## config.mk

```make
export PLATFORM = sky130hd
export DESIGN_NAME = aoli_cost
export DESIGN_NICKNAME = d
export VERILOG_FILES = /design/src/sv/astar_open_list_insert_unit_defines.svh /design/src/sv/aoli_pkg.sv /design/src/sv/aoli_cost.sv
export SDC_FILE = /design/constraint.sdc
export NUM_CORES = 1
export LEC_CHECK = 0
export ABC_AREA = 1
export CAP_MARGIN = 25
export CORE_AREA = 5 5 159 161
export DETAILED_ROUTE_END_ITERATION = 16
export DIE_AREA = 0 0 164 166
export DONT_BUFFER_PORTS = 1
export PLACE_DENSITY = 0.42
export SLEW_MARGIN = 40
export SYNTH_ARGS = -nofsm -noshare
export SYNTH_HDL_FRONTEND = slang
export SYNTH_SLANG_ARGS = --single-unit
export TNS_END_PERCENT = 30
```

## constraint.sdc

```tcl
create_clock -name clk -period 3 [get_ports clk]
set_clock_uncertainty 0.05 [all_clocks]
set_input_delay 0.75 -clock clk [delete_from_list [all_inputs] [get_ports clk]]
set_output_delay 0.75 -clock clk [all_outputs]
set_load 0.005 [all_outputs]
```

## src/sv/astar_open_list_insert_unit_defines.svh

```systemverilog
// assertion macros shared by the open list rtl
`ifndef ASTAR_OPEN_LIST_INSERT_UNIT_DEFINES_SVH
`define ASTAR_OPEN_LIST_INSERT_UNIT_DEFINES_SVH

// same-cycle implication
`define AOLI_ASSERT_IMP(lbl, clk, rst_n, ante, cons, msg) \
  lbl: assert property (@(posedge clk) disable iff (!rst_n) (ante) |-> (cons)) \
    else $error(msg);

// next-cycle implication
`define AOLI_ASSERT_NXT(lbl, clk, rst_n, ante, cons, msg) \
  lbl: assert property (@(posedge clk) disable iff (!rst_n) (ante) |=> (cons)) \
    else $error(msg);

`endif

```

## src/sv/aoli_pkg.sv

```systemverilog
package aoli_pkg;

  localparam int ID_W    = 20;
  localparam int COORD_W = 10;
  localparam int COST_W  = 20;
  localparam int RES_W   = 8;
  localparam int H_W     = 11;
  localparam int PLACE_W = 3;

  localparam logic [COST_W-1:0] COST_MAX = '1;

  localparam logic REQ_OPEN = 1'b0;
  localparam logic REQ_TAKE = 1'b1;

  localparam logic REG_TARGET_X = 1'b0;
  localparam logic REG_TARGET_Y = 1'b1;

  typedef enum logic [PLACE_W-1:0] {
    PLACE_FRONT  = 3'd0,
    PLACE_BACK   = 3'd1,
    PLACE_LARGER = 3'd2,
    PLACE_TIE    = 3'd3,
    PLACE_FULL   = 3'd4
  } place_t;

  typedef struct packed {
    logic               req_type;
    logic [ID_W-1:0]    node_id;
    logic [COORD_W-1:0] node_x;
    logic [COORD_W-1:0] node_y;
    logic [COST_W-1:0]  parent_cost;
    logic [RES_W-1:0]   resistance;
  } in_item_t;

  typedef struct packed {
    logic              reached_target;
    logic [COST_W-1:0] path_cost;
    logic [COST_W-1:0] total_cost;
    place_t            place;
    logic [ID_W-1:0]   best_id;
    logic              best_valid;
  } out_item_t;

  typedef struct packed {
    logic [ID_W-1:0]   id;
    logic [COST_W-1:0] f;
    logic [H_W-1:0]    h;
  } entry_t;

  typedef enum logic [1:0] {
    CMD_HOLD,
    CMD_STEP,
    CMD_COMMIT,
    CMD_POP
  } cell_cmd_t;

  typedef struct packed {
    logic act;
    logic vld;
    logic f_gt;
    logic f_eq;
    logic h_ge;
  } cell_rpt_t;

endpackage

```

## src/sv/aoli_cost.sv

```systemverilog
module aoli_cost (
  input  logic                         clk,
  input  logic [aoli_pkg::COORD_W-1:0] node_x,
  input  logic [aoli_pkg::COORD_W-1:0] node_y,
  input  logic [aoli_pkg::COST_W-1:0]  parent_cost,
  input  logic [aoli_pkg::RES_W-1:0]   resistance,
  input  logic [aoli_pkg::COORD_W-1:0] target_x,
  input  logic [aoli_pkg::COORD_W-1:0] target_y,
  output logic [aoli_pkg::COST_W-1:0]  g,
  output logic [aoli_pkg::H_W-1:0]     h,
  output logic [aoli_pkg::COST_W-1:0]  f,
  output logic                         at_target
);
  import aoli_pkg::*;

  logic [COST_W:0]    g_sum;
  logic [COST_W:0]    f_sum;
  logic [COORD_W-1:0] dx;
  logic [COORD_W-1:0] dy;
  logic [COST_W-1:0]  g_r;
  logic [H_W-1:0]     h_r;
  logic [COST_W-1:0]  f_r;
  logic               at_target_r;

  // stage one: g and manhattan distance
  always_comb begin
    g_sum = {1'b0, parent_cost} + {{(COST_W + 1 - RES_W){1'b0}}, resistance};
    dx    = (node_x > target_x) ? node_x - target_x : target_x - node_x;
    dy    = (node_y > target_y) ? node_y - target_y : target_y - node_y;
  end

  // stage two: f
  assign f_sum = {1'b0, g_r} + {{(COST_W + 1 - H_W){1'b0}}, h_r};

  always_ff @(posedge clk) begin
    g_r         <= g_sum[COST_W] ? COST_MAX : g_sum[COST_W-1:0];
    h_r         <= {1'b0, dx} + {1'b0, dy};
    at_target_r <= (node_x == target_x) && (node_y == target_y);
    f_r         <= f_sum[COST_W] ? COST_MAX : f_sum[COST_W-1:0];
  end

  assign g         = g_r;
  assign h         = h_r;
  assign f         = f_r;
  assign at_target = at_target_r;

endmodule

```

### Word-level counts from Yosys, hierarchy flattened

Index checks and enable logic that the tools add are counted.

| operators by class | value |
|---|---|
| shift-type cells | 0 |
| reduce and logical (&&, ||, !) cells | 1 |
| multiply operators | 0 |
| multiplexer cells | 2 |
| equality and inequality tests | 2 |
| divide/modulo/power cells | 0 |
| magnitude comparators | 2 |
| bitwise gates (word level) | 0 |
| $add $sub $neg | 7 |

Operator list:

| kind | number |
|---|---|
| 10-bit subtractor | 4 |
| 20-bit by 11-bit adder with 21-bit output | 1 |
| 20-bit by 8-bit adder with 21-bit output | 1 |
| 10-bit equality test | 2 |
| 10-bit > comparator | 2 |
| 10-bit 2-to-1 mux | 2 |
| 10-bit by 10-bit adder with 11-bit output | 1 |
| 1-bit logical AND | 1 |

| word-level totals | value |
|---|---|
| output and inout port bits | 52 |
| bits in latches | 0 |
| bits of input ports | 69 |
| memory bits (read-only) | 0 |
| word-level logic and storage cells | 18 |
| memories kept | 0 |
| flip-flop bits (word level) | 52 |
| bits in writable memories | 0 |

### Depth between registers and ports, before layout

Gate-level depths: netlist of run 1.

| depth | value |
|---|---|
| depth after elaboration | 3 |
| gate-level depth with buffers | 21 |

### Least setup slack after synthesis of run 1

Ideal clock, no wire load.

| timing | value |
|---|---|
| path kind | input port to flip-flop |
| start point | in node_x[0] (netlist bit) |
| end point | reg h_r[6], in the netlist h[6] |
| cell stages on the path | 14 |
| required time | 2,827 ps |
| setup time | 123 ps |
| setup slack | -77 ps |
| arrival time | 2,903 ps |
| cells stage by stage | inv_1 ha_1 inv_1 fa_1 nand4_1 nand3_1 nand2_2 nand2_1 o21ai_1 inv_1 fa_1 o21ai_0 a21oi_1 xor2_1 |

| on the way | value |
|---|---|
| cells in the longest elaborated chain, start to end | 3 |
| elaborated cells between the ends (all ways) | 5 |
| those cells by class | add/sub (3); order compare (1); mux (1) |

Ends and longest elaborated chain:

| item | line | text |
|---|---|---|
| start, declared | aoli_cost.sv:3 | `input logic [aoli_pkg::COORD_W-1:0] node_x,` |
| 10-bit subtractor or 10-bit > comparator (tied branches) | aoli_cost.sv:28 | `dx = (node_x > target_x) ? node_x - target_x : target_x - node_x;` |
| 10-bit 2-to-1 mux * | aoli_cost.sv:28 |  |
| 10-bit by 10-bit adder with 11-bit output * | aoli_cost.sv:37 | `h_r <= {1'b0, dx} + {1'b0, dy};` |
| end signal, assigned | aoli_cost.sv:37 |  |
| end, declared | aoli_cost.sv:21 | `logic [H_W-1:0] h_r;` |

Every way passes the cells marked *; elsewhere a longest branch is shown, timed or not.
A chain may end at the register's enable or synchronous reset.

### Worst setup path in the final report of run 1

| timing | value |
|---|---|
| start point | in node_y[0] (netlist bit) |
| end point | reg h_r[9], in the netlist h[9] |

| on the way | value |
|---|---|
| cells in the longest elaborated chain, start to end | 3 |
| elaborated cells between the ends (all ways) | 5 |
| those cells by class | add/sub (3); order compare (1); mux (1) |

Ends and longest elaborated chain:

| item | line | text |
|---|---|---|
| start, declared | aoli_cost.sv:4 | `input logic [aoli_pkg::COORD_W-1:0] node_y,` |
| 10-bit subtractor or 10-bit > comparator (tied branches) | aoli_cost.sv:29 | `dy = (node_y > target_y) ? node_y - target_y : target_y - node_y;` |
| 10-bit 2-to-1 mux * | aoli_cost.sv:29 |  |
| 10-bit by 10-bit adder with 11-bit output * | aoli_cost.sv:37 |  |

Marks and branches as above.

==> metrics.txt, run 1 <==
number of diodes 0; RSZ-0062 raised after global routing yes; placed inst area roughly 0.007 mm^2; top-area cell type share of the netlist area 0.2021; Worst EP arrival 2960 ps; Skew-Pair Late Insertion Delay 290 ps; Worst-path clk slew 70 ps; RD Place Congestion ~0.82; Routed WL 17.14 mm; top routing layer in use met4; clk buf depth 2; final hold violations 0; critical path capture point type flop; share of layout cells above drive strength 1 0.1814; grt ovf 0; first-pass GRT wire length 27.91 mm; worst hold path type flop to flop; via density per instance between 4 and 5; H-tree lvl count 2; chip height 166 um; core area 0.02382 mm^2; crit path launch node_y[0]; Clock Sink Count 52; Hold Crit Start g[18]; Pre-Repair DR Iteration Count 4; Multi-input gate area 0.004130 mm^2; register area 0.001041 mm^2; pin count of the biggest net entering global routing 20; crit share post-route 0.9438; # rows 57; number of CTS-inserted buffers 5; Max Cap Viol 0; Boundary Pins 121; Startpoint Class input pin; number of global-route vias before repair 5643; global-route usage over all layers 0.1239; minimum clock period 2831 ps; CTS root buffer clkbuf_16; CTS tree yes; count leader, synth nand2_1; worst slew pin tran 432.8 ps; Port-buffer cells 0; leak pwr 0.004092 uW; Die X 164 um; final setup vio count 0; fill cell count 2749; final core utilization 0.3009; Fmax 0.3532 GHz; final instance area 0.007168 mm^2; Primary FF master, synth dfxtp_1; drt first-iter violations roughly 170; Distinct cells, synth 36; Yosys warning total 0; Starting Density 0.2448; post-synthesis async set-or-reset flop share 0; Post-DP HPWL 15.34 mm; # nets final 1195; initial antenna violation count 0; routed wl met3 1.004 mm; Syn Area/Cell 6.050 um^2; Max Transition Viols Final 0; Metal-1 WL 7.971 mm; CP Max Fanout 5; post-synthesis sequential area ratio 0.1785; Netlist Area Pre-Place 0.005832 mm^2; drc violations 0; final setup margin approximately 170 ps; antenna-violating nets left 0; EDFF count, synth 0; CP Data Required Time 3130 ps; post-synth top area cell nand2_1; r2r startpoint g[0]; worst rel slew slack 0.7099; die area 0.02722 mm^2; synth top area cells nand2_1, dfxtp_1, ha_1; routed vias 5714; pwr/cell area 582.1 mW/mm^2; routed len/inst 12.45 um; area growth from synthesis to layout 22.91%; Syn Inst Count about 960; Seq cells post-synth 52; Place WS -288.4 ps; status complete, no violations; syn_nets 1107; wire length on met2 between 8 and 9 mm; most frequent cells after synthesis nand2_1, inv_1, nand3_1; WS Path Type input pin to flop; Worst IR Drop VDD 297.0 uV
cell type report:
class,count,area share
tap,324,0.05655
clock inverter,2,0.002444
timing repair buffer,92,0.09810
inverter,195,0.1021
sequential,52,0.1452
clock buffer,6,0.01938
multi-input combinational,706,0.5762
metal layers:
layer  vias up  track usage
met4         0      0.02042
met3        11      0.02705
met1      2467       0.1618
met2        93       0.2121
li1       3143            -
met5         -            0
report_power, final:
part           switching [uW]  internal, uW  leakage [uW]
Clock                     256           338     0.0000779
Sequential                201           918      0.000438
Combinational            1410          1050       0.00358
flip-flops by register name, summed over array words and instances (netlist names):
signal and flops:
f 20, g 20, h 11, at_target 1
path summary, 6_finish.rpt:
kind | to | slack [ps] | depth (start not counted)
worst min-delay path | f[18] | 500 | 2
worst min register to register | f[18] | 500 | 2
worst max-delay path | h[9] | 170 | 16
worst max register to register | f[19] | 680 | 11
worst max-delay path: stages:
cell,delay [ps]
inv_1,40
ha_2,170
inv_1,50
fa_2,370
nand2_1,80
nand3_1,130
nand2_1,120
nand3_1,70
a21oi_1,150
nor2_1,80
ha_1,370
a21o_1,220
a31oi_2,160
nand3_1,100
nand2_1,60
nand2_1,50
cell families after synthesis:
logic type / share of synthesized area
AOI/OAI and AO/OA: 0.06415
and+or+nand+nor: 0.4064
buffers and inverters: 0.1397
adders and majority gates: 0.1678
xor gates and xnor gates: 0.04355
DFF: 0.1785
stage by stage:
stage | std cells | total power, uW | hold WS (ps) | setup TNS [ps]
after floorplan | 964 | 2732 | 447.6 | -61.82
after detailed placement | 1368 | 3555 | 497.8 | -2013
after global placement | 1368 | 3565 | 492.4 | -2043
after CTS | 1376 | 4167 | 508.4 | 0
final | 1377 | 4173 | 500.2 | 0
after global routing | 1377 | 4634 | 520.4 | -47.31
repair_timing:
action	4_1_cts	5_1_grt
gates resized for setup	0	41
setup endpoints to repair	0	8
setup buffers	0	1
hold buffers	0	0
cell usage in the layout, fill, tap and decap left out, types with 6 or more instances in the layout:
cell type | netlist | layout
nand2_4 | 4 | 6
dfxtp_1 | 52 | 52
nor2_2 | 4 | 7
nor3_1 | 8 | 8
inv_2 | 7 | 11
nand2_2 | 22 | 23
o21ai_2 | 2 | 6
ha_1 | 67 | 58
inv_1 | 187 | 183
nand3_2 | 7 | 10
nand2_1 | 314 | 311
nand3_1 | 77 | 74
xor2_1 | 24 | 24
nand4_1 | 20 | 20
a21oi_1 | 39 | 33
buf_4 | 1 | 91
a21oi_2 | 1 | 7
o21ai_0 | 12 | 8
nor2_1 | 64 | 61
Power figures use the tool's default switching activity.
==> run 2: changes to the inputs <==
--- a/config.mk
+++ b/config.mk
@@ -8,7 +8,7 @@
 export ABC_AREA = 1
 export CAP_MARGIN = 25
-export CORE_AREA = 5 5 159 161
+export CORE_AREA = 2 2 156 158
 export DETAILED_ROUTE_END_ITERATION = 16
-export DIE_AREA = 0 0 164 166
+export DIE_AREA = 0 0 158 160
 export DONT_BUFFER_PORTS = 1
 export PLACE_DENSITY = 0.42
==> constraint.sdc (replaced) <==
create_clock -name clk -period 3 [get_ports clk]
set_clock_uncertainty 0.05 [all_clocks]
set_input_delay 0.3 -clock clk [delete_from_list [all_inputs] [get_ports clk]]
set_output_delay 0.3 -clock clk [all_outputs]
set_load 0.005 [all_outputs]
==> metrics.txt, run 2 (synthesis gave the netlist of run 1 again) <==
status complete, no violations; Pre-Repair DR Iteration Count 5 (+1); hold_buf cts 0 (unchanged); hold endpoint g[19]; pwr/cell area 616.5 mW/mm^2 (+5.9%); routed vias 5557 (-2.7%); CP Data Required Time 3170 ps (+40 ps); Place WS 68.74 ps (+357.1 ps); first-pass GRT wire length 26.54 mm (-4.9%); Post-DP HPWL 14.62 mm (-4.7%); Fmax 0.3802 GHz (+7.6%); minimum clock period 2630 ps (-201.0 ps); most common cell after layout, fill and taps aside nand2_1; Max Cap Viol 0 (unchanged); worst hold path type input pin to flop; via density per instance 4.271 (+2.9%); number of global-route vias before repair 5387 (-4.5%); routed len/inst 12.68 um (+1.9%); initial antenna violation count 0 (unchanged); final hold violations 0 (unchanged); Startpoint Class input pin; critical path capture point type flop; final core utilization 0.2715 (-0.02941); pin count of the biggest net entering global routing 20 (unchanged); die area 0.02528 mm^2 (-7.1%); # rows 57 (unchanged); grt ovf 0 (unchanged); setup_tns 0 ps (unchanged); # nets final 1120 (-6.3%); Max Transition Viols Final 0 (unchanged); final setup vio count 0 (unchanged); most frequent cells in the layout nand2_1, inv_1, nand3_1; Worst R2R End f[19]; Routed WL 16.50 mm (-3.7%); RD Place Congestion 0.7972 (-3.3%); R2R Setup Slk 690 ps (about the same); clk buf depth 2 (unchanged); H-tree lvl count 2 (unchanged); RSZ-0062 raised after global routing no; worst slew pin tran 440.5 ps (+7.726 ps); r2r startpoint g[0]; global-route usage over all layers 0.1302 (+0.006366); crit share post-route 0.8767 (-0.06701); wire length on met2 7.745 mm (-3.5%); drc violations 0 (unchanged); core area 0.02382 mm^2 (unchanged); share of layout cells above drive strength 1 0.08086 (-0.1005); CTS root buffer clkbuf_16; CP Max Fanout 9 (+4); area growth from synthesis to layout 10.90%; number of diodes 0 (unchanged); Post-CTS Setup Bufs 0 (unchanged); leak pwr 0.003730 uW (-8.8%); worst rel slew slack 0.7047 (-0.005179); reg2reg path depth 11 (unchanged); WS Path Type input pin to flop; fill cell count 2773 (+0.87%); Skew-Pair Late Insertion Delay 290 ps (about the same); Starting Density 0.2448 (unchanged); Hold Path Cell Cnt 2 (unchanged); CTS tree yes; top routing layer in use met4; Clock Sink Count 52 (unchanged); chip height 160 um (-3.6%); Worst IR Drop VDD 320.4 uV (+7.9%); Worst-path clk slew 70 ps (about the same); drt first-iter violations 219 (+28%); Hold Crit Start parent_cost[19]; Boundary Pins 121 (unchanged); final setup margin 369.8 ps (+201.0 ps); antenna-violating nets left 0 (unchanged); post_cts resized 0 (unchanged); Worst EP arrival 2800 ps (-160 ps); Die X 158 um (-3.7%); number of CTS-inserted buffers 5 (unchanged); Port-buffer cells 0 (unchanged); Metal-1 WL 7.591 mm (-4.8%); routed wl met3 1.014 mm (+1.0%)
[run 2: per-stage QoR]
step | std cells | total power (uW) | hold WS (ps) | instance area, um^2
global placement | 1294 | 3327 | 377.2 | 6282
detailed placement | 1294 | 3314 | 377.0 | 6282
CTS | 1301 | 4057 | 71.08 | 6467
finish | 1301 | 3987 | 76.60 | 6467
global route | 1301 | 4414 | 79.08 | 6467
floorplan | 964 | 2730 | 363.2 | 5832
[run 2: metal layers]
metal	global-route usage	vias to the layer above
met3	0.02578	10
met5	0	-
met1	0.1704	2446
li1	-	2992
met4	0.02129	0
met2	0.2239	109
[run 2: how the worst max path moves through the flow]
| stage | start | end | slack, ps | cells past startpoint |
|---|---|---|---|---|
| after global routing | node_y[3] | h[7] | 20 | 19 |
| final | node_y[7] | h[7] | 370 | 17 |
| after detailed placement | node_y[7] | h[7] | 70 | 17 |
| after CTS | node_y[3] | h[7] | 370 | 19 |
| after global placement | node_x[3] | h[5] | 10 | 18 |
| after floorplan | node_x[0] | h[6] | 370 | 14 |
[run 2: cell type report]
cell class | instances | area, um^2 | area share
multi-input cells | 706 | 3976 | 0.6148
clock inverters | 2 | 60.06 | 0.009286
clock buffers | 5 | 125.1 | 0.01935
repair buffers | 17 | 127.6 | 0.01973
well taps | 324 | 405.4 | 0.06268
inverters | 195 | 732.0 | 0.1132
flip-flops and latches | 52 | 1041 | 0.1610
[run 2: power by group]
part	switching [uW]	total (uW)	internal, uW
logic	1330	2140	811
clock network	251	725	473
registers	208	1130	918
[run 2: critical path, stage by stage]
cell	delay, ps
inv_1	20
ha_1	380
nand2_2	130
nor2_2	120
nand4_1	90
nand3_1	120
nand2_2	130
inv_1	180
nand2_1	70
nand2_1	60
inv_1	50
ha_1	340
nand2_1	100
o21ai_0	350
nand3_1	110
nand2_1	90
xor2_1	160
