[src/sv/astar_open_list_insert_unit_defines.svh]
// assertion macros shared by the open list rtl
`ifndef ASTAR_OPEN_LIST_INSERT_UNIT_DEFINES_SVH
`define ASTAR_OPEN_LIST_INSERT_UNIT_DEFINES_SVH

// same-cycle implication
`define AOLI_ASSERT_IMP(lbl, clk, rst_n, ante, cons, msg) \
  lbl: assert property (@(posedge clk) disable iff (!rst_n) (ante) |-> (cons)) \
    else $error(msg);

// next-cycle implication
`define AOLI_ASSERT_NXT(lbl, clk, rst_n, ante, cons, msg) \
  lbl: assert property (@(posedge clk) disable iff (!rst_n) (ante) |=> (cons)) \
    else $error(msg);

`endif

[src/sv/aoli_pkg.sv]
package aoli_pkg;

  localparam int ID_W    = 20;
  localparam int COORD_W = 10;
  localparam int COST_W  = 20;
  localparam int RES_W   = 8;
  localparam int H_W     = 11;
  localparam int PLACE_W = 3;

  localparam logic [COST_W-1:0] COST_MAX = '1;

  localparam logic REQ_OPEN = 1'b0;
  localparam logic REQ_TAKE = 1'b1;

  localparam logic REG_TARGET_X = 1'b0;
  localparam logic REG_TARGET_Y = 1'b1;

  typedef enum logic [PLACE_W-1:0] {
    PLACE_FRONT  = 3'd0,
    PLACE_BACK   = 3'd1,
    PLACE_LARGER = 3'd2,
    PLACE_TIE    = 3'd3,
    PLACE_FULL   = 3'd4
  } place_t;

  typedef struct packed {
    logic               req_type;
    logic [ID_W-1:0]    node_id;
    logic [COORD_W-1:0] node_x;
    logic [COORD_W-1:0] node_y;
    logic [COST_W-1:0]  parent_cost;
    logic [RES_W-1:0]   resistance;
  } in_item_t;

  typedef struct packed {
    logic              reached_target;
    logic [COST_W-1:0] path_cost;
    logic [COST_W-1:0] total_cost;
    place_t            place;
    logic [ID_W-1:0]   best_id;
    logic              best_valid;
  } out_item_t;

  typedef struct packed {
    logic [ID_W-1:0]   id;
    logic [COST_W-1:0] f;
    logic [H_W-1:0]    h;
  } entry_t;

  typedef enum logic [1:0] {
    CMD_HOLD,
    CMD_STEP,
    CMD_COMMIT,
    CMD_POP
  } cell_cmd_t;

  typedef struct packed {
    logic act;
    logic vld;
    logic f_gt;
    logic f_eq;
    logic h_ge;
  } cell_rpt_t;

endpackage

[src/sv/aoli_cell.sv]
module aoli_cell (
  input  logic                clk,
  input  logic                rst_n,
  input  aoli_pkg::cell_cmd_t cmd,
  input  aoli_pkg::entry_t    new_ent,
  input  aoli_pkg::entry_t    left_ent,
  input  logic                left_vld,
  input  logic                left_seen,
  input  aoli_pkg::entry_t    right_ent,
  input  logic                right_vld,
  output aoli_pkg::entry_t    ent,
  output logic                vld,
  output logic                seen,
  output aoli_pkg::cell_rpt_t rpt
);
  import aoli_pkg::*;

  entry_t ent_r;
  entry_t ent_nxt;
  logic   vld_r;
  logic   vld_nxt;
  logic   seen_r;
  logic   seen_nxt;
  logic   act;

  // the search token sits here when the left neighbor was passed and this cell was not
  assign act = left_seen & ~seen_r;

  always_comb begin
    ent_nxt  = ent_r;
    vld_nxt  = vld_r;
    seen_nxt = seen_r;
    unique case (cmd)
      CMD_HOLD: begin
      end
      CMD_STEP: begin
        if (act) begin
          seen_nxt = 1'b1;
        end
      end
      CMD_COMMIT: begin
        seen_nxt = 1'b0;
        if (act) begin
          ent_nxt = new_ent;
          vld_nxt = 1'b1;
        end else if (!seen_r) begin
          ent_nxt = left_ent;
          vld_nxt = left_vld;
        end
      end
      CMD_POP: begin
        ent_nxt = right_ent;
        vld_nxt = right_vld;
      end
    endcase
  end

  always_ff @(posedge clk) begin
    if (!rst_n) begin
      vld_r  <= 1'b0;
      seen_r <= 1'b0;
    end else begin
      vld_r  <= vld_nxt;
      seen_r <= seen_nxt;
    end
  end

  always_ff @(posedge clk) begin
    ent_r <= ent_nxt;
  end

  always_comb begin
    rpt.act  = act;
    rpt.vld  = vld_r;
    rpt.f_gt = ent_r.f > new_ent.f;
    rpt.f_eq = ent_r.f == new_ent.f;
    rpt.h_ge = ent_r.h >= new_ent.h;
  end

  assign ent  = ent_r;
  assign vld  = vld_r;
  assign seen = seen_r;

endmodule

[config.mk]
export PLATFORM = sky130hd
export DESIGN_NAME = aoli_cell
export DESIGN_NICKNAME = d
export VERILOG_FILES = /design/src/sv/astar_open_list_insert_unit_defines.svh /design/src/sv/aoli_pkg.sv /design/src/sv/aoli_cell.sv
export SDC_FILE = /design/constraint.sdc
export NUM_CORES = 1
export LEC_CHECK = 0
export ABC_AREA = 1
export BUFFER_PORTS_ARGS = -buffer_cell sky130_fd_sc_hd__buf_2
export CORE_AREA = 2 2 83 105
export CTS_CLUSTER_SIZE = 10
export DETAILED_ROUTE_END_ITERATION = 10
export DIE_AREA = 0 0 85 107
export PLACE_DENSITY = 0.82
export SLEW_MARGIN = 20
export SYNTH_ARGS = -nofsm -noshare
export SYNTH_HDL_FRONTEND = slang
export SYNTH_SLANG_ARGS = --single-unit
[constraint.sdc]
create_clock -name clk -period 7.55 [get_ports clk]
set_clock_uncertainty 0.05 [all_clocks]
set_input_delay 0.3775 -clock clk [delete_from_list [all_inputs] [get_ports clk]]
set_output_delay 0.3775 -clock clk [all_outputs]
set_load 0.01 [all_outputs]
== After elaboration in Yosys (flattened, before gate mapping) ==
Index checks and enable logic that the tools add are counted.

* Bits in registers: 53
* Bits of input ports: 160

* $lt $le $gt $ge: 2
* Equal/unequal tests: 6
* Muxes and demuxes: 8
* Bitwise gates (word level): 2
* Reductions and logical operators: 4

{| class="wikitable"
|+ Operators by type and width
! kind !! number
|-
| two-way mux 51 bit || 2
|-
| one-hot mux 51 bit (2 select lines) || 1
|-
| == test 20 bit || 1
|-
| greater-than comparator 20 bit || 1
|-
| >= comparator 11 bit || 1
|-
| == test 2 bit, second input constant || 2
|-
| one-hot mux 1 bit (2 select lines) || 2
|-
| AND reduction 2 bit || 2
|-
| nonzero test 2 bit || 2
|-
| two-way mux 1 bit || 3
|-
| inequality test 3 bit, second input constant || 1
|-
| == test 2 x 1 -> 1 bit, second input constant || 1
|-
| inequality test 2 bit, second input constant || 1
|-
| bitwise AND 1 bit || 1
|-
| NOT 1 bit || 1
|}

== Logic depth before layout (Yosys ltp) ==
Gate-level depths: netlist of the first run.

* Depth after elaboration: 4
* Mapped depth: 10

== Worst setup path before layout of the first run ==
No wires, ideal clock.

* Path type: register -> register
* From: register seen_r, in the netlist seen
* To: register vld_r, in the netlist vld
* Setup time: 118 ps
* Arrival: 4578 ps
* Data required time: 7382 ps
* Setup slack: 2804 ps
* Stages on the path, launching flop included: 4
* Buffers on the path: 0
* Clock period less this slack: 4746 ps
* Cells stage by stage: dfxtp_1 o21ai_0 o21ai_0 a21oi_1

* Longest elaborated chain between the ends: 4
* Elaborated cells on any way between the ends: 6
* Those cells by class: eq/ne (1); mux (2); bitwise (2); reduce/logical (1)

{| class="wikitable"
|+ Ends and longest elaborated chain
! element !! line !! RTL
|-
| start, declared || aoli_cell.sv:22 || <nowiki>logic seen_r;</nowiki>
|-
| start signal, assigned || aoli_cell.sv:64 || <nowiki>seen_r <= seen_nxt;</nowiki>
|-
| NOT 1 bit || aoli_cell.sv:27 || <nowiki>assign act = left_seen & ~seen_r;</nowiki>
|-
| bitwise AND 1 bit || aoli_cell.sv:27 ||
|-
| two-way mux 1 bit / inequality test 3 bit (equally long branches) || n/a ||
|-
| one-hot mux 1 bit (2 select lines) / AND reduction 2 bit (equally long branches) || n/a ||
|-
| end signal, assigned || aoli_cell.sv:63 || <nowiki>vld_r <= vld_nxt;</nowiki>
|-
| end, declared || aoli_cell.sv:20 || <nowiki>logic vld_r;</nowiki>
|}

Parallel ways exist; a longest one is shown, timed or not.
A chain may end at the register's enable or synchronous reset.

==> results of run 1 <==
worst max-delay path by stage:
stage                     startpoint  endpoint  slack [ps]  cells after the start
final                        ent[30]    rpt[2]        5170                     10
after global routing         ent[30]    rpt[2]        4940                     10
after CTS                    ent[30]    rpt[2]        5130                     10
after detailed placement      cmd[0]       vld        5260                      6
after global placement        cmd[0]   ent[16]        5360                      4
after floorplan                 seen       vld        2800                      3
power by group:
group / internal [mW] / switching (mW) / total [mW]
sequential: 0.361 / 0.0133 / 0.375
combinational: 0.0956 / 0.126 / 0.221
clock: 0.0645 / 0.0903 / 0.155
Yosys cell counts (2+ instances only):
cell      instances  area share [%]
edfxtp_1         51              43
buf_6             4             1.3
o21a_1            2            0.42
ha_1             31              11
nand2_1         130              14
clkbuf_1          4            0.42
nor2_1           63             6.6
nand2_2           9             1.6
clkbuf_8          5             1.9
buf_4             3            0.63
dfxtp_1           2             1.1
a31oi_1          51             8.9
a21oi_1          14             1.9
buf_2             6            0.83
o21ai_0           7            0.97
inv_1            45             4.7
metrics by stage:
stage	setup WS [ps]	hold WS [ps]	utilization (%)	std cells
after floorplan	2804	459.2	-	434
after global placement	5359	484.0	57.33	727
after detailed placement	5261	510.6	57.33	727
after CTS	5134	246.9	58.35	735
after global routing	4945	261.0	58.35	735
final	5172	261.4	58.35	735
logic make-up (layout without fill, tap and decap cells):
logic type,count (synthesis),after routing
and+or+nand+nor,206,206
AOI/OAI and AO/OA,75,75
buffers and inverters,69,273
DFF,53,53
adders and majority gates,31,31
critical path, stage by stage, from the launching register on:
cell and delay (ps):
edfxtp_1 410, ha_1 310, nand2_1 70, nor2_1 170, nand2_1 160, nor2_1 130
nand2_1 60, nand2_1 70, nor2_1 40, nor2_1 90, buf_2 140
metal layers:
metal	share of wire (%)	global-route usage, %	vias to the layer above
li1	-	-	1853
met1	38	22.34	1705
met2	53	39.68	149
met3	6.7	4.696	19
met4	1.9	7.029	0
met5	0	0	-
state kept, by name (all words and copies together) (netlist names):
signal  cells
vld         1
seen        1
ent        51
final cells by class:
type / instances / area, um^2 / share of cell area, %
clock buffer: 6 / 72.57 / 1.535
inverter: 46 / 172.7 / 3.653
clock inverter: 2 / 10.01 / 0.2118
multi-input combinational: 312 / 1678 / 35.50
tap: 97 / 121.4 / 2.567
sequential: 53 / 1572 / 33.25
timing repair buffer: 219 / 1101 / 23.29
==> run summary, run 1 <==
In this run the critical register-to-register path is captured at ent[22]. After routing the design area is 4727 um^2. The first-pass GRT wire length came out at 15330 um. In the layout the commonest cells are buf_2, nand2_1, nor2_1, a31oi_1, edfxtp_1. Power spread over the standard cell area amounts to 158.8 nW/um^2. The detailed-route via count came out at 3726. Counting flops with an async set or reset pin after synthesis yields a share of 0%.

The clock tree from TritonCTS is built. The floorplan die height is 107 um. The worst ir drop on vdd came out at 0.0001034 V. The floorplan die area is 9095 um^2. The residual overflow from global routing is 0. The clock tree root driver cell is clkbuf_8. The worst pin sits at a relative slew slack of 32.05%. The worst hold path begins at rst_n. The total inserted antenna cells is 0. For hold timing, the worst endpoint is seen. For this run, the leading register cell type out of synthesis is edfxtp_1. TritonCTS created 5 clock buffers. The library cell used most frequently in the layout, excluding fill and tap cells, is buf_2. The final layout contains routed wiring with a total length of 9796 um. The worst register-to-register path begins at seen.

The number of global-route vias before repair came to 3524. The synthesized net count came out at 625. In the final layout, the share of cells above drive strength 1 is 37.62%.

Dividing the detail-routed via count by the number of cells gives 5.069. The total of cells resized after clock tree synthesis is 0. After detailed routing, the number of remaining DRC violations is 0. Of the total synthesized cell area, the portion taken by XOR and XNOR cells is 0%. During I/O placement, the number of pins put on the boundary was 218. The transition at the pin with the smallest max-transition slack came out at 1019 ps. The synthesized-area fraction occupied by adder cells is 10.78%. Global routing used 20.88% of the available tracks. The endpoint required time on the critical path came out at 7120 ps. The largest net degree at the start of global routing came out at 105. The number of hold buffers added after CTS was 0. The final critical delay including setup and external delays is 2378 ps. The region available for standard cell placement spans 8102 um^2. The data arrival time of the worst path came out at 1950 ps. The total placed instance area came out at 4644 um^2.

The depth of the CTS H-tree is 2. The mean cell area of the mapped netlist came out at 8.294 um^2. The total half-perimeter wirelength after legalization and detailed placement is 7455 um. The initial cell density of the core is 44.43%.

Setup repair after global routing left no endpoint under its margin. The gate count after technology mapping is 434. The fraction of synthesized area in multiplexers is 0%. The compound-gate portion of the synthesized area is 12.41%. Input and output buffers added on the ports amount to 217. The kind of critical path is register to output port.

The number of synthesized flops with an enable pin came out at 51. For this design the static power due to leakage is 2.489 nW. The detailed router's first-iteration violation count came out at 232. The count of filler cells inserted in the layout is 733. The routability congestion estimate from global placement is 0.8429. The final-report max-slew violation count came out at 0. The final hold violation count came to 0. The worst setup slack for register-to-register paths came out at 5750 ps. Across the run, the number of max-cap violations was 0. The flow ran to the end, and the final reports show no timing, DRC or antenna violations. The critical path startpoint category is a register. The synthesis-stage register bit count is 53.

The post-CTS setup buffer count is 0. The worst hold path belongs to the class input pin to register. The CTS clock-pin slew for the worst setup and hold paths came out at 90 ps. From left edge to right edge, the die measures 85 um. The number of placement rows is 37. After synthesis, the largest family of logic cells by area is simple AND/OR/NAND/NOR gates. The worst hold path passes through 3 cells. The sequential element share of the synthesized area is 43.66%.

The period utilization came out at 31.50%. Clock tree synthesis found a total of 53 sinks. Counting cells, the worst reg-to-reg path comes to 4. The number of warning messages in the yosys log came out at 0.

The fmax came out at 420.4 MHz. The initial antenna violation count is 0. For the worst-skew pair, the clock arrives at the later sink with an insertion delay of 300 ps. The design draws 0.7507 mW. STA classifies the critical path endpoint as an output port. The length of the first detailed-routing pass in iterations came out at 5.

The final-report setup violation count came out at 0. Summing the areas of all and, or, nand and nor instances in the mapped netlist gives 22.91% of the synthesized area. The number of distinct standard cells referenced by the synthesized netlist is 23.

The mapped netlist covers 3600 um^2. The worst-path maximum fanout came out at 3. The buffer levels on the longest clock path came out at 2. The final net count is 828. The final routed wire length divided by cell count came out at 13.33 um.

The layout overhead on the synthesized area came out at 31.32%. The setup TNS came out at 0 ps. The number of nets still failing antenna checks after routing came out at 0.
(Power assumes the default switching activity.)
==> run 2: changes to the inputs <==
--- a/config.mk
+++ b/config.mk
@@ -5,13 +5,13 @@
 export SDC_FILE = /design/constraint.sdc
 export NUM_CORES = 1
 export LEC_CHECK = 0
-export ABC_AREA = 1
+export ABC_AREA = 0
 export BUFFER_PORTS_ARGS = -buffer_cell sky130_fd_sc_hd__buf_2
-export CORE_AREA = 2 2 83 105
+export CORE_AREA = 2 2 88 111
 export CTS_CLUSTER_SIZE = 10
 export DETAILED_ROUTE_END_ITERATION = 10
-export DIE_AREA = 0 0 85 107
-export PLACE_DENSITY = 0.82
+export DIE_AREA = 0 0 90 113
+export PLACE_DENSITY = 0.76
 export SLEW_MARGIN = 20
 export SYNTH_ARGS = -nofsm -noshare
 export SYNTH_HDL_FRONTEND = slang
==> constraint.sdc (replaced) <==
create_clock -name clk -period 2 [get_ports clk]
set_clock_uncertainty 0.05 [all_clocks]
set_input_delay 0.1 -clock clk [delete_from_list [all_inputs] [get_ports clk]]
set_output_delay 0.1 -clock clk [all_outputs]
set_load 0.01 [all_outputs]
==> run 2 against run 1 <==
Clock power rose to 5.2 times the previous value. The run now ends with setup timing left. Register-to-register slack got worse by 5300 ps. Largest cell class unchanged. Hold slack got worse by 220 ps. Global-route usage fell by 2.5 points. Non-clock buffer count rose by 8. Wire length fell by 2.1%. Critical path type unchanged. Critical path depth fell by 3. Die area rose by 12%.
==> run summary, run 2 <==
The final critical delay including setup and external delays is 2063 ps. The number of placement rows came out at 39 (was 37). The count of cells along the worst register-to-register path came out at 4 (unchanged).

The layout overhead on the synthesized area is 40.92% (was 31.32%). The share of the synthesized area in the top cell type came out at 43.86% (was 42.54%). The dominant register cell in the synthesized netlist is edfxtp_1 (unchanged). The worst hold slack is 44.57 ps (was 261.4 ps).

The CTS clock-pin slew for the worst setup and hold paths came out at 60 ps (was 90 ps). The length of the first detailed-routing pass in iterations is 4 (was 5). The class of the tightest hold or removal check is input pin to register (unchanged). The via count normalized by instance count was 4.867 (was 5.069). The number of maximum-capacitance constraint violations is 0 (unchanged). The critical path startpoint is ent[17] (was ent[30]). The core region area is 9076 um^2 (was 8102 um^2). The tightest slew margin relative to the limit came to 65.14% (was 32.05%). The final-report max-slew violation count is 0 (unchanged). Timing would allow up to 484.7 MHz. The floorplan die area is 10170 um^2 (was 9095 um^2).

The beginning of the worst register-to-register path is seen (unchanged). The worst setup slack for register-to-register paths came out at 430 ps (was 5750 ps). The worst setup timing slack at the placement stage was 146.0 ps (was 5261 ps). The final wirelength is 9594 um (was 9796 um). The power density relative to cell area came out at 606.2 nW/um^2 (was 158.8 nW/um^2). The flip-flop count of the largest register after layout came out at 51 (unchanged). The I/O pin count is 218 (unchanged). The gate count after technology mapping is 345 (was 434).

The endpoint required time on the critical path was 1850 ps (was 7120 ps). The dominant cell by count in the synthesized netlist is nand2_1 (unchanged). The final total power came out at 2.983 mW (was 0.7507 mW). The number of buffers created by CTS came out at 5 (unchanged). The worst ir drop on vdd came out at 0.0002989 V (was 0.0001034 V). The total placed instance area came out at 4696 um^2 (was 4644 um^2). The total half-perimeter wirelength after legalization and detailed placement came out at 7707 um (was 7455 um). The critical path startpoint category is a register (unchanged). The synthesized net count was 536 (was 625). Synth cell count leaders: nand2_1, o21ai_1, edfxtp_1, mux2i_1, inv_1 (was nand2_1, nor2_1, a31oi_1, edfxtp_1, inv_1). The transition at the pin with the smallest max-transition slack came out at 522.9 ps (was 1019 ps). The async set-or-reset flop fraction in the synthesized netlist is 0% (unchanged). The dominant cell type by area after synthesis is edfxtp_1 (unchanged). The number of synthesized flops with an enable pin is 51 (unchanged).

The initial cell density of the core was 38.48% (was 44.43%). The number of DRC violations after detailed routing came to 0 (unchanged). The clock tree from TritonCTS is built (unchanged). The synthesis-stage register bit count came to 53 (unchanged). The worst-path maximum fanout was 2 (was 3). The horizontal extent of the die came out at 90 um (was 85 um). The routability congestion estimate from global placement is 0.8441 (was 0.8429). The first-pass GRT wire length came to 15210 um (was 15330 um). The setup TNS came to -78.83 ps (was 0 ps). The largest net degree at the start of global routing is 61 (was 105). The initial antenna violation count came out at 0 (unchanged). The kind of critical path is register to output port (unchanged). The final routed wire length divided by cell count came out at 14.05 um (was 13.33 um). The mean cell area of the mapped netlist is 10.12 um^2 (was 8.294 um^2). The floorplan die height was 113 um (was 107 um).

The global-route usage over all layers came out at 18.33% (was 20.88%). The post-layout utilization of the core came to 54.22% (was 58.35%). The final net count came out at 751 (was 828).

The final hold violation count is 0 (unchanged). The period utilization came out at 103.2%. The total clock sinks is 53 (unchanged). The share of post-route cells with drive strength above 1 is 43.21% (was 37.62%). The final worst slack is -63.30 ps (was 5172 ps). The clock network latency to the later pin of the worst-skew pair is 280 ps (was 300 ps). The number of cells in the design after placement came out at 671 (was 727). The count of port buffers added during placement was 217 (unchanged). The count of non-filler cells in the finished layout came out at 683 (was 735). The endpoint of the most critical register-to-register path was ent[22] (unchanged). The data arrival time of the worst path is 1910 ps (was 1950 ps). The detailed router's first-iteration violation count is 152 (was 232).

The final-report setup violation count is 2 (was 0). The sequential element share of the synthesized area is 45.00% (was 43.66%). The final reports fail on setup timing. The clock tree root driver cell is clkbuf_16 (was clkbuf_8).

Outcome: finished, violations left (was complete, no violations). Top cells by area in the synthesized netlist: edfxtp_1, mux2i_1, ha_1, o21ai_1, nand2_1 (was edfxtp_1, nand2_1, ha_1, a31oi_1, nor2_1). The leakage power summed over all cells came out at 2.474 nW (was 2.489 nW). The buffer levels on the longest clock path is 2 (unchanged). The depth of the CTS H-tree was 2 (unchanged). The netlist area before placement came out at 3492 um^2 (was 3600 um^2). The post-route cell area came out at 4921 um^2 (was 4727 um^2). The most common cell after layout, fill and taps aside was buf_2 (unchanged). The number of warning messages in the yosys log came out at 0 (unchanged). The detailed-route via count is 3324 (was 3726). Commonest cells after routing, fill and taps aside: buf_2, nand2_1, o21ai_1, mux2i_1, edfxtp_1 (was buf_2, nand2_1, nor2_1, a31oi_1, edfxtp_1). The number of distinct standard cells referenced by the synthesized netlist came to 29 (was 23). The total inserted antenna cells is 0 (unchanged). The number of global-route vias before repair was 3348 (was 3524). Setup repair after global routing missed its margin: yes (was no). The residual overflow from global routing came out at 0 (unchanged). The capturing element of the worst setup path is rpt[2] (unchanged). The number of nets still failing antenna checks after routing is 0 (unchanged).

The nature of the critical path endpoint is an output port (unchanged).
run 2: cell count changes in the layout (fill, tap and decap cells not counted), sizes merged, moves of 3 or more:
| cell | delta |
|---|---|
| nor2 | -62 |
| nand3 | +3 |
| a21o | +6 |
| a31oi | -50 |
| buf | +6 |
| nand4 | +5 |
| inv | -11 |
| mux2i | +51 |
| nand2 | -83 |
| o21ai | +51 |
run 2: cell families (layout without fill, tap and decap cells):
family	after synthesis	count (layout)	share of synthesized area [%]
mux	51	51	14.62
simple gates	74	74	9.746
fa+ha+maj	31	31	11.11
flops	53	53	45.00
buf+inv	54	269	6.987
compound gates	82	82	12.54
run 2: layout make-up:
| cell class | instances | area [um^2] |
|---|---|---|
| inverter | 35 | 131.4 |
| fill | 845 | 4155 |
| clock inverter | 1 | 3.754 |
| sequential | 53 | 1572 |
| clock buffer | 6 | 128.9 |
| timing repair buffer | 227 | 1179 |
| multi-input combinational | 238 | 1753 |
| tap | 123 | 153.9 |
run 2: worst max-delay path, cell delays in order (launching register included):
cell	delay, ps
edfxtp_1	420
ha_4	290
nand4_1	140
nor4_2	340
inv_1	90
nor3_2	150
a31oi_1	60
buf_2	150
run 2: metal layers:
metal / vias up / routed length, um / global-route usage (%)
met2: 147 / 5024 / 34.09
met4: 0 / 280 / 7.385
met5: - / 0 / 0
li1: 1658 / - / -
met1: 1499 / 3700 / 20.30
met3: 20 / 589 / 3.928
run 2: how the worst min path moves through the flow:
stage	start	endpoint	slack [ps]	depth (start not counted)
after floorplan	cmd[1]	vld	140	1
after global placement	cmd[1]	vld	250	2
after detailed placement	cmd[1]	vld	270	2
after CTS	right_ent[45]	ent[45]	40	3
after global routing	right_ent[45]	ent[45]	50	3
final	right_ent[45]	ent[45]	40	3
run 2: what timing repair did:
item | in CTS | in global routing
setup buffers | 2 | 1
hold buffers | 2 | 0
pin swaps | 6 | 2
endpoints found under the hold margin | 2 | 0
gates resized for setup | 2 | 2
setup endpoints to repair | 2 | 3
run 2: power by group:
group | internal [mW] | leakage, nW | switching, mW
logic | 0.382 | 1.89 | 0.410
registers | 1.34 | 0.519 | 0.0418
clock network | 0.454 | 0.0644 | 0.358
total | 2.17 | 2.47 | 0.809
